## config.mk

```make
export PLATFORM = sky130hd
export DESIGN_NAME = modular_dot_product
export DESIGN_NICKNAME = d
export VERILOG_FILES = /design/src/rtl/mdp_pkg.sv /design/src/rtl/mdp_mul.sv /design/src/rtl/mdp_red.sv /design/src/rtl/modular_dot_product.sv
export SDC_FILE = /design/constraint.sdc
export NUM_CORES = 1
export LEC_CHECK = 0
export ABC_AREA = 1
export BUFFER_PORTS_ARGS = -buffer_cell sky130_fd_sc_hd__buf_2
export CAP_MARGIN = 0
export CORE_ASPECT_RATIO = 1.4
export CORE_MARGIN = 3
export CORE_UTILIZATION = 45
export DETAILED_ROUTE_END_ITERATION = 10
export HOLD_SLACK_MARGIN = 0.03
export PLACE_DENSITY_LB_ADDON = 0.25
export SLEW_MARGIN = 20
export SYNTH_ARGS = -nofsm -noshare
export SYNTH_HDL_FRONTEND = slang
export SYNTH_SLANG_ARGS = --single-unit
```

## constraint.sdc

```tcl
create_clock -name aclk -period 4 [get_ports aclk]
set_input_delay 0.2 -clock aclk [delete_from_list [all_inputs] [get_ports aclk]]
set_output_delay 0.2 -clock aclk [all_outputs]
set_load 0.01 [all_outputs]
```

## src/rtl/mdp_pkg.sv

```systemverilog
`timescale 1ns / 1ps

package mdp_pkg;

    localparam int OP_W   = 32;
    localparam int PROD_W = 2 * OP_W;
    localparam int MOD_W  = 33;
    localparam int REM_W  = MOD_W + 1;
    localparam int CNT_W  = 5;

    localparam logic [MOD_W-1:0] MOD_RESET = {1'b1, {OP_W{1'b0}}};

    typedef logic [OP_W-1:0]   word_t;
    typedef logic [PROD_W-1:0] prod_t;
    typedef logic [MOD_W-1:0]  mod_t;
    typedef logic [REM_W-1:0]  rem_t;
    typedef logic [CNT_W-1:0]  cnt_t;

    localparam cnt_t CNT_LAST = '1;

endpackage

```

## src/rtl/mdp_mul.sv

```systemverilog
`timescale 1ns / 1ps

module mdp_mul (
    input  logic             aclk,
    input  logic             aresetn,
    input  logic             start,
    input  mdp_pkg::word_t   mult_a,
    input  mdp_pkg::word_t   mult_b,
    input  mdp_pkg::word_t   addend,
    output logic             done,
    output mdp_pkg::prod_t   product
);

    logic                          busy_reg, busy_next;
    logic                          done_reg, done_next;
    mdp_pkg::cnt_t                 cnt_reg, cnt_next;
    mdp_pkg::word_t                hi_reg, hi_next;
    mdp_pkg::word_t                lo_reg, lo_next;
    mdp_pkg::word_t                b_reg, b_next;
    logic [mdp_pkg::OP_W:0]        psum;

    always_comb begin
        psum      = {1'b0, hi_reg} + (lo_reg[0] ? {1'b0, b_reg} : '0);
        busy_next = busy_reg;
        done_next = 1'b0;
        cnt_next  = cnt_reg;
        hi_next   = hi_reg;
        lo_next   = lo_reg;
        b_next    = b_reg;
        if (start) begin
            busy_next = 1'b1;
            cnt_next  = '0;
            hi_next   = addend;
            lo_next   = mult_a;
            b_next    = mult_b;
        end else if (busy_reg) begin
            // shift one multiplier bit out, one product bit in
            {hi_next, lo_next} = {psum, lo_reg[mdp_pkg::OP_W-1:1]};
            cnt_next           = cnt_reg + 1'b1;
            if (cnt_reg == mdp_pkg::CNT_LAST) begin
                busy_next = 1'b0;
                done_next = 1'b1;
            end
        end
    end

    always_ff @(posedge aclk) begin
        if (!aresetn) begin
            busy_reg <= 1'b0;
            done_reg <= 1'b0;
            cnt_reg  <= '0;
        end else begin
            busy_reg <= busy_next;
            done_reg <= done_next;
            cnt_reg  <= cnt_next;
        end
        hi_reg <= hi_next;
        lo_reg <= lo_next;
        b_reg  <= b_next;
    end

    assign done    = done_reg;
    assign product = {hi_reg, lo_reg};

endmodule

```

## src/rtl/mdp_red.sv

```systemverilog
`timescale 1ns / 1ps

module mdp_red (
    input  logic             aclk,
    input  logic             aresetn,
    input  logic             start,
    input  mdp_pkg::prod_t   value,
    input  mdp_pkg::mod_t    modulus,
    output logic             done,
    output mdp_pkg::word_t   remainder
);

    logic            busy_reg, busy_next;
    logic            done_reg, done_next;
    mdp_pkg::cnt_t   cnt_reg, cnt_next;
    mdp_pkg::prod_t  val_reg, val_next;
    mdp_pkg::rem_t   rem_reg, rem_next;
    mdp_pkg::rem_t   rem_mid;

    function automatic mdp_pkg::rem_t red_step(mdp_pkg::rem_t r, logic b, mdp_pkg::mod_t q);
        mdp_pkg::rem_t t;
        t = {r[mdp_pkg::REM_W-2:0], b};
        if ((q != '0) && (t >= {1'b0, q})) begin
            t = t - {1'b0, q};
        end
        return t;
    endfunction

    always_comb begin
        rem_mid   = red_step(rem_reg, val_reg[mdp_pkg::PROD_W-1], modulus);
        busy_next = busy_reg;
        done_next = 1'b0;
        cnt_next  = cnt_reg;
        val_next  = val_reg;
        rem_next  = rem_reg;
        if (start) begin
            busy_next = 1'b1;
            cnt_next  = '0;
            val_next  = value;
            rem_next  = '0;
        end else if (busy_reg) begin
            // two restoring steps per cycle, most significant bits first
            rem_next = red_step(rem_mid, val_reg[mdp_pkg::PROD_W-2], modulus);
            val_next = {val_reg[mdp_pkg::PROD_W-3:0], 2'b00};
            cnt_next = cnt_reg + 1'b1;
            if (cnt_reg == mdp_pkg::CNT_LAST) begin
                busy_next = 1'b0;
                done_next = 1'b1;
            end
        end
    end

    always_ff @(posedge aclk) begin
        if (!aresetn) begin
            busy_reg <= 1'b0;
            done_reg <= 1'b0;
            cnt_reg  <= '0;
        end else begin
            busy_reg <= busy_next;
            done_reg <= done_next;
            cnt_reg  <= cnt_next;
        end
        val_reg <= val_next;
        rem_reg <= rem_next;
    end

    assign done      = done_reg;
    assign remainder = rem_reg[mdp_pkg::OP_W-1:0];

endmodule

```

## src/rtl/modular_dot_product.sv

```systemverilog
`timescale 1ns / 1ps
// Streaming modular multiply-accumulate.
// Input channel (s_valid/s_ready): one operand pair per beat, s_last_pair
// closes a dot product. Result channel (m_valid/m_ready): one beat per
// closed dot product, carrying the sum of products modulo the modulus.
// Configuration channel (cfg_valid/cfg_ready): writes the 33-bit modulus;
// cfg_ready is always high. Write it only while the block is idle.
// s_ready drops once a pair is taken and rises again after its write-back, so
// a new pair is taken only when the last one is through: it passes the
// bit-serial shift-add multiplier (which also folds in the running sum), the
// restoring reducer at two bits per cycle, and then write-back.
// m_valid rises as the last pair of a dot product leaves write-back.
// The result sits in an output register, so the next pair is taken while it
// waits; a later last pair holds in write-back until the register frees up.
// Reset clears the running sum, sets the modulus to 2^32 and drops m_valid.
// A modulus of zero wraps the sum at 32 bits.

module modular_dot_product (
    input  logic                     aclk,
    input  logic                     aresetn,
    input  logic                     s_valid,
    output logic                     s_ready,
    input  logic [31:0]              s_first_operand,
    input  logic [31:0]              s_second_operand,
    input  logic                     s_last_pair,
    output logic                     m_valid,
    input  logic                     m_ready,
    output logic [31:0]              m_dot_result,
    input  logic                     cfg_valid,
    output logic                     cfg_ready,
    input  logic [32:0]              cfg_data
);

    localparam logic [1:0] ST_IDLE = 2'd0;
    localparam logic [1:0] ST_MUL  = 2'd1;
    localparam logic [1:0] ST_RED  = 2'd2;
    localparam logic [1:0] ST_WB   = 2'd3;

    logic [1:0]      state_reg, state_next;
    mdp_pkg::mod_t   mod_reg;
    mdp_pkg::word_t  sum_reg, sum_next;
    logic            last_reg;
    logic            m_valid_reg, m_valid_next;
    mdp_pkg::word_t  m_data_reg, m_data_next;

    logic            s_beat;
    logic            mul_done;
    mdp_pkg::prod_t  mul_prod;
    logic            red_done;
    mdp_pkg::word_t  red_rem;
    logic            wb_ok;

    assign s_ready   = (state_reg == ST_IDLE);
    assign s_beat    = s_valid && s_ready;
    assign cfg_ready = 1'b1;

    mdp_mul u_mul (
        .aclk    (aclk),
        .aresetn (aresetn),
        .start   (s_beat),
        .mult_a  (s_first_operand),
        .mult_b  (s_second_operand),
        .addend  (sum_reg),
        .done    (mul_done),
        .product (mul_prod)
    );

    mdp_red u_red (
        .aclk      (aclk),
        .aresetn   (aresetn),
        .start     (mul_done),
        .value     (mul_prod),
        .modulus   (mod_reg),
        .done      (red_done),
        .remainder (red_rem)
    );

    assign wb_ok = !last_reg || !m_valid_reg || m_ready;

    always_comb begin
        state_next   = state_reg;
        sum_next     = sum_reg;
        m_valid_next = m_valid_reg && !m_ready;
        m_data_next  = m_data_reg;
        unique case (state_reg)
            ST_IDLE: begin
                if (s_beat) begin
                    state_next = ST_MUL;
                end
            end
            ST_MUL: begin
                if (mul_done) begin
                    state_next = ST_RED;
                end
            end
            ST_RED: begin
                if (red_done) begin
                    state_next = ST_WB;
                end
            end
            ST_WB: begin
                // a last pair holds until the output register can take a new beat
                if (wb_ok) begin
                    state_next = ST_IDLE;
                    if (last_reg) begin
                        sum_next     = '0;
                        m_valid_next = 1'b1;
                        m_data_next  = red_rem;
                    end else begin
                        sum_next = red_rem;
                    end
                end
            end
            default: begin
                state_next = ST_IDLE;
            end
        endcase
    end

    always_ff @(posedge aclk) begin
        if (!aresetn) begin
            state_reg   <= ST_IDLE;
            mod_reg     <= mdp_pkg::MOD_RESET;
            sum_reg     <= '0;
            m_valid_reg <= 1'b0;
        end else begin
            state_reg   <= state_next;
            sum_reg     <= sum_next;
            m_valid_reg <= m_valid_next;
            if (cfg_valid && cfg_ready) begin
                mod_reg <= cfg_data;
            end
        end
        m_data_reg <= m_data_next;
        if (s_beat) begin
            last_reg <= s_last_pair;
        end
    end

    assign m_valid      = m_valid_reg;
    assign m_dot_result = m_data_reg;

endmodule
```

[Word level (Yosys, flattened, before mapping)]
Cells that the tools add are included.
Storage, ports and cells
  bits of input ports: 103
  output and inout port bits: 35
  bits in read-only memories: 0
  memories: 0
  word-level logic and storage cells: 82
  register bits after elaboration: 308
  RAM bits: 0
  bits in latches: 0
Operators by class
  $mul: 0
  reductions and logical operators: 20
  mux-type cells: 26
  magnitude comparators: 2
  div/mod/pow operators: 0
  equal/unequal tests: 9
  bitwise logic cells: 3
  add/sub/neg operators: 5
  shift operators: 0
Operators by type and width (number)
  $mux 32: 6
  $mux 64: 2
  $ge 34x33->1: 2
  $mux 33: 2
  $sub 33x33->33: 2
  $add 32x33->33: 1
  $reduce_bool 33->1: 1
  $mux 1: 11
  $add 5x1->5 const B: 2
  $eq 5x5->1 const B: 2
  $mux 2: 4
  $pmux 2 s4: 1
  $ne 2x1->1 const B: 3
  $reduce_or 3->1: 2
  $eq 2x2->1 const B: 2
  $logic_and 1x1->1: 4
  $reduce_and 4->1: 1
  $reduce_bool 2->1: 2
  $reduce_or 2->1: 2
  $logic_not 1->1: 3
  $not 1->1: 3
  $reduce_and 3->1: 1
  $eq 2x1->1 const B: 1
  $logic_not 2->1: 1
  3 further kinds: 4

[Depth between registers and ports, before layout]
  depth in word-level cells: 6
  depth in mapped cells: 36
  mapped depth without buffers: 34

[Cells and area by module]
A second synthesis with hierarchy kept.
Second synthesis, totals
  cell total of the unflattened synthesis: 2727
  area total of the unflattened synthesis: 19816.5 µm²
Modules (own cells, without submodules)
  mdp_red: area each 9591.7 µm², seq. area each 2722.6 µm², cells an instance 1472, instances 1
  mdp_mul: area each 6663.9 µm², seq. area each 3022.9 µm², cells an instance 895, instances 1
  modular_dot_product: area each 3560.9 µm², seq. area each 2352.3 µm², cells an instance 360, instances 1

[Least setup slack after synthesis]
OpenSTA, ideal clock, no wires.
  path type: reg2reg
  start: register mod_reg[15]
  end: register u_red.rem_reg[10]
  library setup time: 114 ps
  data arrival time: 3687 ps
  period minus slack after synthesis: 3801 ps
  stages on the path, launching flop included: 32
  buffers on the path: 2
  data required time: 3886 ps
  slack: 199 ps
  path through: dfxtp_1 inv_1 ha_1 nand2_1 inv_2 nand2_2 inv_1 a21oi_1 nand3_2 nand3_2 nand2_2 nand2_4 inv_2 buf_6 or2_1 o21ai_1 inv_1 ha_1 nand2_1 nor2_1 inv_1 nor4_1 nand2_1 nand2_1 nand2_1 nand2_1 nand2_1 nand3_4 buf_2 nand3_1 nand3_1 nand2_1
Between the ends
  word-level cells in the longest chain between the ends: 6
  elaborated cells between the ends (all ways): 9
  those cells by class: add/sub: 2; order compare: 2; mux: 2; reduce/logical: 3
Ends and longest elaborated chain
  from (decl): RTL line modular_dot_product.sv:40  | mdp_pkg::mod_t mod_reg;
  from (signal assigned): RTL line modular_dot_product.sv:123  | mod_reg <= mdp_pkg::MOD_RESET;
  from (signal assigned): RTL line modular_dot_product.sv:131  | mod_reg <= cfg_data;
  $ge 34x33->1 or $reduce_bool 33->1 (tied branches): RTL line mdp_red.sv:23  | if ((q != '0) && (t >= {1'b0, q})) begin
  $logic_and 1x1->1: RTL line mdp_red.sv:23
  $mux 33: RTL line mdp_red.sv:23
  $ge 34x33->1: RTL line mdp_red.sv:23
  $logic_and 1x1->1: RTL line mdp_red.sv:23
  $mux 33 *: RTL line mdp_red.sv:23
  to (signal assigned): RTL line mdp_red.sv:64  | rem_reg <= rem_next;
  to (decl): RTL line mdp_red.sv:17  | mdp_pkg::rem_t rem_reg, rem_next;
Every way passes the cells marked *; elsewhere a longest branch is shown, timed or not.
A chain may end at the register's enable or synchronous reset.

[Worst setup path in the final report]
  start: register u_red.val_reg[63]
  end: register u_red.rem_reg[16]
Between the ends
  word-level cells in the longest chain between the ends: 6
  elaborated cells between the ends (all ways): 8
  those cells by class: add/sub: 2; order compare: 2; mux: 2; reduce/logical: 2
Ends and longest elaborated chain
  from (decl): RTL line mdp_red.sv:16  | mdp_pkg::prod_t val_reg, val_next;
  from (signal assigned): RTL line mdp_red.sv:63  | val_reg <= val_next;
  $ge 34x33->1: RTL line mdp_red.sv:23
  $logic_and 1x1->1: RTL line mdp_red.sv:23
  $mux 33 *: RTL line mdp_red.sv:23
  $ge 34x33->1: RTL line mdp_red.sv:23
  $logic_and 1x1->1: RTL line mdp_red.sv:23
  $mux 33 *: RTL line mdp_red.sv:23
Marks and branches as above.

==> flow_summary.yaml <==
setup_path:
  crit_required_ns: 4.53
  cp-start-kind: "flop"
  cp_max_fo: 8
  crit-reg2reg-launch: "u_red.val_reg[63]"
  worst-setup-path-type: "flop to flop"
  worst_setup_path_end_kind: "flop"
  cp_slowest_stage_delay_ns: 0.50
  worstPathArrival_ns: 4.87
  reg2reg_to: "u_red.rem_reg[16]"
  ff2ff_path_depth: 30
  slowest_stage: "edfxtp_1"
  rrSetupSlack_ns: -0.34
  path_common_cell: "nand2_2"
run_status:
  status: "complete, but fails checks"
  violations: "setup timing"
cells_and_area:
  diodes: 0
  mostFrequentLayoutCell: "nand2_1"
  final_cell_mix: "nand2_1, buf_4, inv_1"
  fill_cells: 3598
  synthToLayoutAreaGrowth_pct: 38.98
  drive_above_1_share_pct: 26.93
  largest_register_ffs: 64
  final_util_pct: 63.48
  finalNetCount: 3225
floorplanning:
  num_rows: 87
  chipHeight_um: 245.6
  pin_count: 138
  start_util_pct: 45.68
  dieArea_sq_mm: 0.04349
  die_x_um: 177.1
  core_sq_mm: 0.04039
placement:
  io_buffers: 136
  hpwl_mm: 45.82
  dpl_worst_slack_ns: -0.6963
  place.gp.congestion: 0.9454
cts:
  cts-root-buf: "clkbuf_16"
  cts_tree: "done"
  clkTransAtPathRegs_ns: 0.07
  htreeDepth: 1
  cts.sinks: 308
  cts_buffers: 30
  clk_latency_ns: 0.59
  cts.path.max_buffers: 3
synth:
  synth_edf_count: 193
  synth-seq-cells: 308
  synthArstFlopShare_pct: 0
  ys_seq_area_share_pct: 43.90
  synth_area_sq_mm: 0.01845
  synthesis.nets: 2632
  synth_cell_types: 53
  yosysWarnings: 0
  syn_inst: 2420
  syn_area_per_cell_sq_um: 7.622
  ys.flop_type: "edfxtp_1"
route:
  drc: 0
  drtPass1Iterations: 5
  wire_per_inst_um: 17.29
  drt_iter0_drc: 1137
  vias: 18329
  drt-total-wl_mm: 61.76
  final_antenna_net_count: 0
  viasPerCell: 5.133
worst_hold_path:
  hold_path.class: "input pin to flop"
  hold_end: "mod_reg[5]"
  holdPathStages: 3
  worstHoldStart: "aresetn"
global_routing:
  grtUsageTotal_pct: 27.43
  antenna_found_initial: 0
  grt_overflow: 0
  grt_max_degree: 83
  grt_pass1_wl_mm: 94.81
  grt_pass1_vias: 18476
sta:
  maxSlewViolCount: 0
  rsz0062_at_grt: "true"
  timing.fmax_mhz: 230.4
  post-route-period-util_pct: 108.5
  hold_violations: 0
  fin_crit_ns: 4.341
  timing.slew.headroom_pct: 32.32
  tightestPinTransition_ns: 1.013
  fin_setup_tns_ns: -9.621
  final.setup_skew_ns: 0.03021
  finalSetupViolations: 33
  setup_ws_ns: -0.3408
job:
  drv_cap: 0
-- routing by layer --
metal / part of all wire (%) / global-route usage [%] / vias up
met3: 3.5 / 2.054 / 140
met1: 39 / 30.80 / 8530
met2: 53 / 52.47 / 500
met4: 4.8 / 11.88 / 0
met5: 0 / 0 / -
li1: - / - / 9159
-- worst max-delay path: cells and delay by family (launching register included) --
| kind | cells | cell delay, ns |
|---|---|---|
| flops | 1 | 0.50 |
| compound gates | 2 | 0.16 |
| fa+ha+maj | 3 | 0.83 |
| simple gates | 16 | 1.84 |
| buf+inv | 9 | 0.94 |
-- layout make-up --
class                      instances  area [sq um]  area share (%)
clock buffer                      34         765.7           2.987
clock inverter                    22         284.0           1.108
tap                              534         668.1           2.606
timing repair buffer             631          4827           18.83
sequential                       308          8099           31.59
multi-input combinational       1792         10040           39.17
inverter                         250         950.9           3.709
-- repair_timing --
action / 4_1_cts / 5_1_grt
hold endpoints to repair: 99 / 0
pin swaps: 61 / 30
hold buffers: 102 / 0
gates resized for setup: 132 / 84
endpoints found under the setup margin: 33 / 33
buffers inserted: 22 / 8
gates cloned: 4 / 5
-- cells by family after synthesis --
kind of cell	Yosys count	synth area share [%]
AO/OA/AOI/OAI	376	11.13
flip-flops	308	43.90
XOR/XNOR	53	2.516
buffers and inverters	324	6.857
adder cells (fa/ha/maj)	109	7.515
other	1	0.02033
AND/OR/NAND/NOR	1249	28.06
-- cell usage after synthesis (24+ instances only) --
library cell	count	area (sq um)
nand2_1	844	3168
inv_1	233	874.6
edfxtp_1	193	5796
a21oi_1	185	925.9
nand3_1	145	725.7
nor2_1	142	533.0
dfxtp_1	115	2302
ha_1	106	1326
o21ai_0	93	465.5
clkbuf_1	62	232.7
o21ai_1	28	140.1
xnor2_1	27	236.5
xor2_1	26	227.7
nor3_1	24	120.1
-- worst max-delay path by stage --
stage,start,to,cells past startpoint
floorplan,mod_reg[15],u_red.rem_reg[10],31
global placement,u_red.val_reg[63],u_red.rem_reg[9],32
detailed placement,u_red.val_reg[63],u_red.rem_reg[8],32
CTS,u_red.val_reg[63],u_red.rem_reg[7],33
global route,u_red.val_reg[63],u_red.rem_reg[14],30
finish,u_red.val_reg[63],u_red.rem_reg[16],30
-- stage by stage --
step,hold WS (ns),std cells,instance area [sq um]
global route,0.2296,3571,25640
global placement,0.3770,3376,22240
detailed placement,0.3786,3376,22240
floorplan,0.2989,2420,18450
finish,0.2163,3571,25640
CTS,0.1897,3558,25090
Power is left out: the tool's default activity adds up to more than one toggle a clock period on the data nets, which glitch-free logic cannot reach.
